File: src/rtl/point_to_point_velocity_commander_assert.svh
// Assertion macros for the point-to-point velocity commander.
`ifndef POINT_TO_POINT_VELOCITY_COMMANDER_ASSERT_SVH
`define POINT_TO_POINT_VELOCITY_COMMANDER_ASSERT_SVH

// Same-cycle implication, sampled on clk, off during reset.
`define PPVC_ASSERT_IMP(name, ante, cons) \
    name: assert property (@(posedge clk) disable iff (!rst_n) (ante) |-> (cons)) \
        else $error("ppvc: same-cycle check failed");

// Next-cycle implication, sampled on clk, off during reset.
`define PPVC_ASSERT_NXT(name, ante, cons) \
    name: assert property (@(posedge clk) disable iff (!rst_n) (ante) |=> (cons)) \
        else $error("ppvc: next-cycle check failed");

`endif

File: src/rtl/ppvc_pkg.sv
// Package: types and constants of the point-to-point velocity commander.
package ppvc_pkg;

    localparam int POS_W   = 24;
    localparam int VEL_W   = 16;
    localparam int SPD_W   = 15;
    localparam int TOL_W   = 16;
    localparam int TICK_W  = 16;
    localparam int DIFF_W  = POS_W + 1;
    localparam int PROD_W  = SPD_W + DIFF_W;
    localparam int SQ_W    = 2 * TOL_W;
    localparam int DIST_W  = SQ_W + 1;
    localparam int IN_W    = 56;
    localparam int OUT_W   = 40;
    localparam int CFG_W   = 16;

    localparam logic [SPD_W-1:0]  STEP_SPEED_RST = 15'd1000;
    localparam logic [TOL_W-1:0]  TOLERANCE_RST  = 16'd50;
    localparam logic [TICK_W-1:0] TIMEOUT_RST    = 16'd300;

    typedef enum logic [1:0] {
        FN_ODOM    = 2'd0,
        FN_GOAL    = 2'd1,
        FN_TICK    = 2'd2,
        FN_PREEMPT = 2'd3
    } func_t;

    typedef enum logic [1:0] {
        ST_RUNNING   = 2'd0,
        ST_SUCCEEDED = 2'd1,
        ST_TIMEOUT   = 2'd2,
        ST_PREEMPTED = 2'd3
    } status_t;

    typedef enum logic [1:0] {
        CFG_STEP_SPEED = 2'd0,
        CFG_TOLERANCE  = 2'd1,
        CFG_TIMEOUT    = 2'd2,
        CFG_UNUSED     = 2'd3
    } cfg_idx_t;

    typedef enum logic [2:0] {
        S_IDLE,
        S_SETUP,
        S_MUL,
        S_DIV,
        S_VEL,
        S_STOP
    } state_t;

endpackage

File: src/rtl/point_to_point_velocity_commander.sv
// Point-to-point velocity commander: goal tracking, bit-serial velocity and arrival math.
// Odometry, goal, idle-tick and idle-preempt transfers give no result. A preempt of a
// running goal goes to the stop state, which loads its stop result into the output
// register, and the block then takes the next input. A tick of a running goal passes
// through a setup state for the offsets, the shift-add unit (speed times minor offset,
// both squared offsets, squared tolerance side by side) and the restoring divider that
// yields the minor-axis speed, then loads each result into the output register in turn
// (velocity, and a stop result when the goal ends) before the block takes the next input.
// A result waits while the output register still holds an untaken one; the output
// register holds each result until it is taken.
`include "point_to_point_velocity_commander_assert.svh"

module point_to_point_velocity_commander (
    input  logic                      clk,
    input  logic                      rst_n,
    input  logic                      s_axis_tvalid,
    output logic                      s_axis_tready,
    input  logic [ppvc_pkg::IN_W-1:0] s_axis_tdata,  // pos_x, pos_y, relative, zero pad
    input  logic [1:0]                s_axis_tuser,  // func
    output logic                      m_axis_tvalid,
    input  logic                      m_axis_tready,
    output logic [ppvc_pkg::OUT_W-1:0] m_axis_tdata, // vel_x, vel_y, status, zero pad
    output logic                      m_axis_tlast,  // last
    input  logic                      cfg_we,
    input  logic [1:0]                cfg_index,
    input  logic [ppvc_pkg::CFG_W-1:0] cfg_data
);
    import ppvc_pkg::*;

    state_t state_reg, state_next;

    logic [SPD_W-1:0]  step_speed_reg;
    logic [TOL_W-1:0]  tolerance_reg;
    logic [TICK_W-1:0] timeout_reg;

    logic signed [POS_W-1:0] cur_x_reg, cur_y_reg, tgt_x_reg, tgt_y_reg;
    logic                    moving_reg;
    logic [TICK_W-1:0]       tick_count_reg;

    logic               x_major_reg, x_pos_reg, y_pos_reg, zero_reg, far_reg;
    logic [DIFF_W-1:0]  major_reg;
    logic [SPD_W-1:0]   spd_sh_reg;
    logic [PROD_W-1:0]  mnr_sh_reg, prod_reg;
    logic [SQ_W-1:0]    sqx_a_reg, sqy_a_reg, tol_a_reg, tol2_reg;
    logic [TOL_W-1:0]   sqx_b_reg, sqy_b_reg, tol_b_reg;
    logic [DIST_W-1:0]  dist_reg;
    logic [DIFF_W:0]    rem_reg;
    logic [SPD_W-1:0]   div_low_reg, quo_reg;
    logic [3:0]         cnt_reg;
    status_t            fin_reg;

    logic               out_valid_reg, out_last_reg;
    logic [VEL_W-1:0]   out_vx_reg, out_vy_reg;
    status_t            out_st_reg;

    logic               in_xfer, out_free, load_vel, load_stop;
    func_t              func;
    logic [POS_W-1:0]   in_x, in_y;
    logic               in_rel;
    logic [DIFF_W-1:0]  sum_x, sum_y, dx, dy, ax, ay;
    logic [POS_W-1:0]   sat_x, sat_y;
    logic               x_major;
    logic [DIFF_W:0]    div_t;
    logic               div_ge;
    logic [DIST_W-1:0]  dist_next;
    logic               arrive, timed_out;
    logic [VEL_W-1:0]   mag_x, mag_y, vel_x, vel_y;

    assign func   = func_t'(s_axis_tuser);
    assign in_x   = s_axis_tdata[POS_W-1:0];
    assign in_y   = s_axis_tdata[2*POS_W-1:POS_W];
    assign in_rel = s_axis_tdata[2*POS_W];

    assign sum_x = {in_x[POS_W-1], in_x} + {cur_x_reg[POS_W-1], cur_x_reg};
    assign sum_y = {in_y[POS_W-1], in_y} + {cur_y_reg[POS_W-1], cur_y_reg};
    assign sat_x = (sum_x[DIFF_W-1] != sum_x[POS_W-1])
                 ? {sum_x[DIFF_W-1], {(POS_W-1){~sum_x[DIFF_W-1]}}} : sum_x[POS_W-1:0];
    assign sat_y = (sum_y[DIFF_W-1] != sum_y[POS_W-1])
                 ? {sum_y[DIFF_W-1], {(POS_W-1){~sum_y[DIFF_W-1]}}} : sum_y[POS_W-1:0];

    assign dx = {tgt_x_reg[POS_W-1], tgt_x_reg} - {cur_x_reg[POS_W-1], cur_x_reg};
    assign dy = {tgt_y_reg[POS_W-1], tgt_y_reg} - {cur_y_reg[POS_W-1], cur_y_reg};
    assign ax = dx[DIFF_W-1] ? (~dx + 1'b1) : dx;
    assign ay = dy[DIFF_W-1] ? (~dy + 1'b1) : dy;
    assign x_major = ax > ay;

    assign div_t  = {rem_reg[DIFF_W-1:0], div_low_reg[SPD_W-1]};
    assign div_ge = div_t >= {1'b0, major_reg};

    assign dist_next = dist_reg
                     + (sqx_b_reg[0] ? {1'b0, sqx_a_reg} : '0)
                     + (sqy_b_reg[0] ? {1'b0, sqy_a_reg} : '0);

    assign arrive    = !far_reg && (dist_reg < {1'b0, tol2_reg});
    assign timed_out = tick_count_reg >= timeout_reg;

    assign mag_x = {1'b0, (x_major_reg ? step_speed_reg : quo_reg)};
    assign mag_y = {1'b0, (x_major_reg ? quo_reg : step_speed_reg)};
    assign vel_x = zero_reg ? '0 : (x_pos_reg ? mag_x : (~mag_x + 1'b1));
    assign vel_y = zero_reg ? '0 : (y_pos_reg ? mag_y : (~mag_y + 1'b1));

    // next state
    always_comb
    begin
        state_next = state_reg;
        unique case (state_reg)
            S_IDLE:
            begin
                if (in_xfer && moving_reg && func == FN_TICK)
                begin
                    state_next = S_SETUP;
                end
                else if (in_xfer && moving_reg && func == FN_PREEMPT)
                begin
                    state_next = S_STOP;
                end
            end
            S_SETUP: state_next = S_MUL;
            S_MUL:
            begin
                if (cnt_reg == 4'd15)
                begin
                    state_next = S_DIV;
                end
            end
            S_DIV:
            begin
                if (cnt_reg == 4'(SPD_W - 1))
                begin
                    state_next = S_VEL;
                end
            end
            S_VEL:
            begin
                if (out_free)
                begin
                    state_next = (fin_reg != ST_RUNNING) ? S_STOP : S_IDLE;
                end
            end
            S_STOP:
            begin
                if (out_free)
                begin
                    state_next = S_IDLE;
                end
            end
            default: state_next = S_IDLE;
        endcase
    end

    // control outputs
    always_comb
    begin
        s_axis_tready = (state_reg == S_IDLE);
        in_xfer       = s_axis_tvalid && s_axis_tready;
        out_free      = !out_valid_reg || m_axis_tready;
        load_vel      = (state_reg == S_VEL) && out_free;
        load_stop     = (state_reg == S_STOP) && out_free;
    end

    always_ff @(posedge clk or negedge rst_n)
    begin
        if (!rst_n)
        begin
            state_reg <= S_IDLE;
        end
        else
        begin
            state_reg <= state_next;
        end
    end

    // config registers
    always_ff @(posedge clk or negedge rst_n)
    begin
        if (!rst_n)
        begin
            step_speed_reg <= STEP_SPEED_RST;
            tolerance_reg  <= TOLERANCE_RST;
            timeout_reg    <= TIMEOUT_RST;
        end
        else if (cfg_we)
        begin
            unique case (cfg_idx_t'(cfg_index))
                CFG_STEP_SPEED: step_speed_reg <= cfg_data[SPD_W-1:0];
                CFG_TOLERANCE:  tolerance_reg  <= cfg_data[TOL_W-1:0];
                CFG_TIMEOUT:    timeout_reg    <= cfg_data[TICK_W-1:0];
                CFG_UNUSED:     ;
                default:        ;
            endcase
        end
    end

    // goal state
    always_ff @(posedge clk or negedge rst_n)
    begin
        if (!rst_n)
        begin
            cur_x_reg      <= '0;
            cur_y_reg      <= '0;
            tgt_x_reg      <= '0;
            tgt_y_reg      <= '0;
            moving_reg     <= 1'b0;
            tick_count_reg <= '0;
            fin_reg        <= ST_RUNNING;
        end
        else
        begin
            if (in_xfer)
            begin
                unique case (func)
                    FN_ODOM:
                    begin
                        cur_x_reg <= in_x;
                        cur_y_reg <= in_y;
                    end
                    FN_GOAL:
                    begin
                        tgt_x_reg      <= in_rel ? sat_x : in_x;
                        tgt_y_reg      <= in_rel ? sat_y : in_y;
                        tick_count_reg <= '0;
                        moving_reg     <= 1'b1;
                    end
                    FN_PREEMPT: fin_reg <= ST_PREEMPTED;
                    FN_TICK:    ;
                    default:    ;
                endcase
            end
            if (state_reg == S_SETUP && tick_count_reg != '1)
            begin
                tick_count_reg <= tick_count_reg + 1'b1;
            end
            if (state_reg == S_DIV && cnt_reg == 4'(SPD_W - 1))
            begin
                fin_reg <= arrive ? ST_SUCCEEDED : (timed_out ? ST_TIMEOUT : ST_RUNNING);
            end
            if (load_stop)
            begin
                moving_reg <= 1'b0;
            end
        end
    end

    // bit-serial datapath
    always_ff @(posedge clk)
    begin
        unique case (state_reg)
            S_SETUP:
            begin
                x_major_reg <= x_major;
                x_pos_reg   <= !dx[DIFF_W-1] && (dx != '0);
                y_pos_reg   <= !dy[DIFF_W-1] && (dy != '0);
                zero_reg    <= (ax == '0) && (ay == '0);
                far_reg     <= (ax[DIFF_W-1:TOL_W] != '0) || (ay[DIFF_W-1:TOL_W] != '0);
                major_reg   <= x_major ? ax : ay;
                mnr_sh_reg  <= {{SPD_W{1'b0}}, (x_major ? ay : ax)};
                spd_sh_reg  <= step_speed_reg;
                prod_reg    <= '0;
                sqx_a_reg   <= {{TOL_W{1'b0}}, ax[TOL_W-1:0]};
                sqx_b_reg   <= ax[TOL_W-1:0];
                sqy_a_reg   <= {{TOL_W{1'b0}}, ay[TOL_W-1:0]};
                sqy_b_reg   <= ay[TOL_W-1:0];
                tol_a_reg   <= {{TOL_W{1'b0}}, tolerance_reg};
                tol_b_reg   <= tolerance_reg;
                tol2_reg    <= '0;
                dist_reg    <= '0;
                cnt_reg     <= '0;
            end
            S_MUL:
            begin
                prod_reg   <= prod_reg + (spd_sh_reg[0] ? mnr_sh_reg : '0);
                spd_sh_reg <= spd_sh_reg >> 1;
                mnr_sh_reg <= mnr_sh_reg << 1;
                dist_reg   <= dist_next;
                sqx_a_reg  <= sqx_a_reg << 1;
                sqx_b_reg  <= sqx_b_reg >> 1;
                sqy_a_reg  <= sqy_a_reg << 1;
                sqy_b_reg  <= sqy_b_reg >> 1;
                tol2_reg   <= tol2_reg + (tol_b_reg[0] ? tol_a_reg : '0);
                tol_a_reg  <= tol_a_reg << 1;
                tol_b_reg  <= tol_b_reg >> 1;
                if (cnt_reg == 4'd15)
                begin
                    // all speed bits consumed: seed the divider
                    rem_reg     <= {1'b0, prod_reg[PROD_W-1:SPD_W]};
                    div_low_reg <= prod_reg[SPD_W-1:0];
                    quo_reg     <= '0;
                    cnt_reg     <= '0;
                end
                else
                begin
                    cnt_reg <= cnt_reg + 1'b1;
                end
            end
            S_DIV:
            begin
                rem_reg     <= div_ge ? (div_t - {1'b0, major_reg}) : div_t;
                quo_reg     <= {quo_reg[SPD_W-2:0], div_ge};
                div_low_reg <= div_low_reg << 1;
                cnt_reg     <= cnt_reg + 1'b1;
            end
            S_IDLE, S_VEL, S_STOP: ;
            default: ;
        endcase
    end

    // output register
    always_ff @(posedge clk or negedge rst_n)
    begin
        if (!rst_n)
        begin
            out_valid_reg <= 1'b0;
        end
        else if (load_vel || load_stop)
        begin
            out_valid_reg <= 1'b1;
        end
        else if (m_axis_tready)
        begin
            out_valid_reg <= 1'b0;
        end
    end

    always_ff @(posedge clk)
    begin
        if (load_vel)
        begin
            out_vx_reg   <= vel_x;
            out_vy_reg   <= vel_y;
            out_st_reg   <= ST_RUNNING;
            out_last_reg <= (fin_reg == ST_RUNNING);
        end
        else if (load_stop)
        begin
            out_vx_reg   <= '0;
            out_vy_reg   <= '0;
            out_st_reg   <= fin_reg;
            out_last_reg <= 1'b1;
        end
    end

    assign m_axis_tvalid = out_valid_reg;
    assign m_axis_tlast  = out_last_reg;
    assign m_axis_tdata  = {{(OUT_W - 2*VEL_W - 2){1'b0}}, out_st_reg, out_vy_reg, out_vx_reg};

    `PPVC_ASSERT_IMP(a_busy_needs_goal,
        (state_reg == S_SETUP || state_reg == S_MUL || state_reg == S_DIV), moving_reg)
    `PPVC_ASSERT_IMP(a_div_rem_bound,
        (state_reg == S_DIV && !zero_reg), (rem_reg < {1'b0, major_reg}))
    `PPVC_ASSERT_IMP(a_stop_is_still,
        (m_axis_tvalid && m_axis_tdata[2*VEL_W+1:2*VEL_W] != ST_RUNNING),
        (m_axis_tdata[2*VEL_W-1:0] == '0 && m_axis_tlast))
    `PPVC_ASSERT_NXT(a_stop_ends_goal, load_stop, (!moving_reg && m_axis_tvalid))

endmodule

File: config.mk
export PLATFORM = sky130hd
export DESIGN_NAME = point_to_point_velocity_commander
export DESIGN_NICKNAME = d
export VERILOG_FILES = /design/src/rtl/ppvc_pkg.sv /design/src/rtl/point_to_point_velocity_commander.sv
export VERILOG_INCLUDE_DIRS = /design/src /design/src/rtl
export SDC_FILE = /design/constraint.sdc
export NUM_CORES = 2
export LEC_CHECK = 0
export ABC_AREA = 1
export BUFFER_PORTS_ARGS = -buffer_cell sky130_fd_sc_hd__buf_4
export CAP_MARGIN = 15
export CELL_PAD_IN_SITES_DETAIL_PLACEMENT = 2
export CELL_PAD_IN_SITES_GLOBAL_PLACEMENT = 2
export CORE_MARGIN = 3
export CORE_UTILIZATION = 34
export CTS_CLUSTER_SIZE = 8
export DETAILED_ROUTE_END_ITERATION = 16
export PLACE_DENSITY_LB_ADDON = 0.08
export SYNTH_ARGS = -nofsm -noshare
export SYNTH_HDL_FRONTEND = slang
export SYNTH_SLANG_ARGS = --single-unit
File: constraint.sdc
create_clock -name clk -period 13 [get_ports clk]
set_input_delay 1.95 -clock clk [delete_from_list [all_inputs] [get_ports clk]]
set_output_delay 1.95 -clock clk [all_outputs]
set_load 0.05 [all_outputs]
# == Yosys cells after proc, flatten, opt, wreduce, memory -nomap -nowiden ==
# Index checks and enable logic that the tools add are counted.
# totals
regBits,594
inputBits,81
out_inout_bits,43
elab_cells,197
# classes
addsub,15
n_lt_le_gt_ge,4
n_eq_ne,20
mux,64
bitwise_logic,6
reduce_logical,51
# ops
op,n
case mux 32 bit (2 select lines),4
2-to-1 mux 16 bit,10
case mux 40 bit (2 select lines),2
2-to-1 mux 25 bit,6
2-to-1 mux 24 bit,4
2-to-1 mux 32 bit,3
case mux 16 bit (2 select lines),3
case mux 15 bit (2 select lines),3
adder 33 x 32 -> 33 bit,2
case mux 33 bit (2 select lines),1
2-to-1 mux 15 bit,4
adder 24 x 24 -> 25 bit,2
adder 25 x 1 -> 25 bit (second input constant),2
zero test 25 bit,2
inverter 25 bit,2
case mux 25 bit (2 select lines),1
nonzero test 25 bit,2
subtractor 24 x 24 -> 25 bit,2
adder 16 x 1 -> 16 bit (second input constant),3
adder 40 bit,1
2-to-1 mux 40 bit,1
< comparator 33 x 32 -> 1 bit,1
adder 32 bit,1
inverter 15 -> 16 bit,2
33 further kinds,96

# == Depth between registers and ports, before layout ==
# depth
word_depth,7
mapped_depth,39
ltp_nobuf,36

# == Worst setup path before layout ==
# OpenSTA, ideal clock, no wires.
# synth_timing
path_type,register to register
startpoint,register state_reg[0]
endpoint,register dist_reg[0] (enable)
setup_ns,0.679
arrival_ns,9.290
required_ns,12.321
slack_ns,3.031
stages_incl_launch_ff,5
path_buffers,0
synth_period_minus_slack_ns,9.969
path_cell_list,dfrtp_1 inv_1 nor3_1 inv_1 nand2_1
# synth_via
elab_chain_len,2
word_cells_on_any_way,3
cone_classes,eq/ne (2); reduce/logical (1)
# synth_lines
item,line,source
from (decl),point_to_point_velocity_commander.sv:30,"state_t state_reg, state_next;"
from (signal assigned),point_to_point_velocity_commander.sv:169,state_reg <= state_next;
equality test 3 x 1 -> 1 bit / equality test 3 x 2 -> 1 bit (equally long branches),point_to_point_velocity_commander.sv:247,unique case (state_reg)
nonzero test 2 bit (no source line) (*),n/a,
to (signal assigned),point_to_point_velocity_commander.sv:274,dist_reg <= dist_next;
to (decl),point_to_point_velocity_commander.sv:46,logic [DIST_W-1:0] dist_reg;
# Every way passes the cells marked *; elsewhere a longest branch is shown, timed or not.
# A chain may end at the register's enable or synchronous reset.

# == Worst setup path after layout ==
# layout_timing
startpoint,register cur_x_reg[0]
endpoint,register mnr_sh_reg[21] (data pin)
# layout_via
elab_chain_len,7
# layout_lines
item,line,source
from (decl),point_to_point_velocity_commander.sv:36,"logic signed [POS_W-1:0] cur_x_reg, cur_y_reg, tgt_x_reg, tgt_y_reg;"
from (signal assigned),point_to_point_velocity_commander.sv:214,cur_x_reg <= in_x;
subtractor 24 x 24 -> 25 bit (*),point_to_point_velocity_commander.sv:81,"assign dx = {tgt_x_reg[POS_W-1], tgt_x_reg} - {cur_x_reg[POS_W-1], cur_x_reg};"
inverter 25 bit,point_to_point_velocity_commander.sv:83,assign ax = dx[DIFF_W-1] ? (~dx + 1'b1) : dx;
adder 25 x 1 -> 25 bit,point_to_point_velocity_commander.sv:83,
2-to-1 mux 25 bit (*),point_to_point_velocity_commander.sv:83,
greater-than comparator 25 bit,point_to_point_velocity_commander.sv:85,assign x_major = ax > ay;
2-to-1 mux 25 bit (*),point_to_point_velocity_commander.sv:256,"mnr_sh_reg <= {{SPD_W{1'b0}}, (x_major ? ay : ax)};"
case mux 40 bit (2 select lines) (*),point_to_point_velocity_commander.sv:247,
to (signal assigned),point_to_point_velocity_commander.sv:256,
to (signal assigned),point_to_point_velocity_commander.sv:273,mnr_sh_reg <= mnr_sh_reg << 1;
to (decl),point_to_point_velocity_commander.sv:43,"logic [PROD_W-1:0] mnr_sh_reg, prod_reg;"
# Marked as above.

==> results.cfg <==
[clock_network]
clkSinkCount = 594
cts_resized = 0
post-cts-setup-buffers = 0
cts_max_path_buffers = 3
numCtsBuffers = 87
cts_tree = yes
cts.clk_slew.worst_paths_ps = 50
clk_latency_ps = 700
htreeDepth = 3
hold_buffers = 0
cts-root-buf = clkbuf_16

[timing]
max-slew-margin-rel_pct = 20.63
fin_crit_ps = 6290
finClkSkew_ps = 39.25
finalSetupViolations = 0
fmax_mhz = 159.0
hold_violations = 0
tns_ps = 0
fin_crit_sh_pct = 48.38
rsz0062_at_grt = no
drv_slew = 0
max_slew.worst_pin.slew_ps = 1178

[synth]
synthAdderAreaFrac_pct = 10.85
syn_area_sq_um = 42080
ys_ff_latch = 594
yosysUniqueCellTypes = 74
synth_compound_area_share_pct = 14.46
yosys.area_share.simple_pct = 22.68
yosysSeqAreaShare_pct = 40.40
synth_edf_count = 426
synth_top_family_by_area = simple AND/OR/NAND/NOR gates
synth_ff_type = edfxtp_1
syn_inst = 5502
syn_area_per_cell_sq_um = 7.648
synth-xor-area-share_pct = 2.138
ys_warn_count = 0
synthMuxAreaShare_pct = 0.07731
synthArstFlopShare_pct = 27.95

[worst_setup_path]
max_stage_delay_ps = 680
worstPathArrival_ps = 6680
cp-start-kind = register
path_class = register to register
rrSetupSlack_ps = 6710
crit_family = simple AND/OR/NAND/NOR gates
cp_common_cell = nand2_1
critPathBufInv = 5
cp.required_ps = 13390
path_max_fanout = 34
crit_slowest_cell = xor2_1
critPathCaptureType = register

[place]
gp_congestion = 0.8238
numPortBuffers = 110
dp_hpwl_mm = 107.5

[route]
drt_first_pass_iters = 5
postRouteAntennaNets = 0
avgViaCountPerCell = 5.091
drtIter0Drc = 1558
vias = 36967
drt_wl_total_mm = 140.4
routedWlPerCell_microns = 19.34
drcViolationCount = 0

[grt]
grt_max_degree = 181
overflow = 0
grt_first_pass_wirelength_mm = 225.0
grt_pass1_vias = 40291
antenna_found_initial = 3
grt_usage_pct = 22.00

[cells_and_area]
final_util_pct = 38.56
drive_gt1_share_pct = 6.441
layout_commonest_cell = nand2_1
diodes = 0
area_growth_pct = 12.12
nets = 6013
final_cell_mix = nand2_1 (1481), inv_1 (870), a21oi_1 (469)
multi_input_area_sq_um = 21220
seqCellArea_sq_um = 17000
nFillCells = 14345

[floorplan]
die_width_microns = 357.8
dieArea_sq_um = 128000
start_util_pct = 34.39
pin_count = 124
core_area_sq_um = 122400
fp-row-count = 128
dieHeight_microns = 357.8

[run_status]
status = complete, no violations

[flow_run]
cap_violations = 0

[min_path]
hold_path_class = register to register
==> kinds of logic (layout without fill, tap and decap cells) <==
logic type,Yosys count,in the layout
simple gates,2322,2322
compound gates,1111,1111
buf+inv,1029,1158
flops,594,594
fa+ha+maj,341,341
xor+xnor,101,101
mux,3,3
other cells,1,6
==> path summary, 6_finish.rpt <==
path,cells after the start,startpoint,end
worst min-delay path,2,tgt_x_reg[15]$_DFFE_PN0P_,tgt_x_reg[15]$_DFFE_PN0P_
worst min register to register,2,tgt_x_reg[15]$_DFFE_PN0P_,tgt_x_reg[15]$_DFFE_PN0P_
worst max-delay path,29,cur_x_reg[0]$_DFFE_PN0P_,mnr_sh_reg[21]$_DFFE_PP_
worst max register to register,29,cur_x_reg[0]$_DFFE_PN0P_,mnr_sh_reg[21]$_DFFE_PP_
min in group asynchronous,1,rst_n,cur_x_reg[1]$_DFFE_PN0P_
max in group asynchronous,3,rst_n,tick_count_reg[5]$_DFFE_PN0P_
==> per-stage QoR <==
step                area [sq um]  worst slack [ps]  hold WS [ps]  std cells
floorplan                  42100              3031         452.8       5507
global placement           44610              6872         467.3       7123
detailed placement         44610              6587         473.7       7123
CTS                        47110              6582         486.7       7257
global route               47180              6153         511.5       7261
finish                     47180              6710         482.2       7261
==> per-layer routing <==
metal  vias to the layer above  track usage (%)  routed length [microns]
met4                         0            4.766                     2721
met1                     18335            30.80                    69490
met2                       307            36.47                    64970
met3                       140            2.604                     3254
li1                      18185                -                        -
met5                         -                0                        0
==> final cells by class <==
class	count	share of cell area, %
Multi-Input combinational cell	3884	44.97
Sequential cell	594	36.04
Inverter	884	7.043
Clock buffer	122	4.980
Tap cell	1625	4.309
Timing Repair Buffer	140	2.344
Clock inverter	12	0.3209
==> Yosys cell counts (all sizes together), types with 3 or more instances <==
library cell | instances | area share, %
nand3b | 11 | 0.20
dfrtp | 153 | 9.1
a221oi | 6 | 0.12
a21oi | 474 | 5.7
edfxtp | 426 | 30
nand3 | 179 | 2.3
dfstp | 13 | 0.81
o211ai | 20 | 0.36
nand4 | 44 | 0.65
or2 | 6 | 0.089
o31ai | 4 | 0.071
clkbuf | 121 | 1.1
o21ai | 435 | 5.2
fa | 40 | 1.9
nand2 | 1521 | 14
and3 | 12 | 0.18
xnor2 | 36 | 0.75
o22ai | 6 | 0.089
nor3b | 3 | 0.054
a21o | 11 | 0.20
a31oi | 42 | 0.62
buf | 24 | 0.42
clkinv | 3 | 0.027
inv | 881 | 7.9
nor2 | 450 | 4.2
a21boi | 18 | 0.32
o221ai | 3 | 0.062
a22oi | 3 | 0.054
a211oi | 4 | 0.071
nor3 | 77 | 0.94
a2111oi | 3 | 0.062
ha | 301 | 8.9
xor2 | 65 | 1.4
nor4 | 12 | 0.19
o21a | 46 | 0.82
o21bai | 23 | 0.41
and2 | 5 | 0.074
==> worst reg2reg max path, delay by kind of cell, from the launching register on <==
kind            cells  cell delay [ps]
buf+inv             5             1140
fa+ha+maj           3             1110
simple gates       14             1850
compound gates      6              820
xor+xnor            1              680
flops               1              390
Power is not shown: default switching activity piles up to over one toggle a cycle in this logic, so the estimate is an artifact.
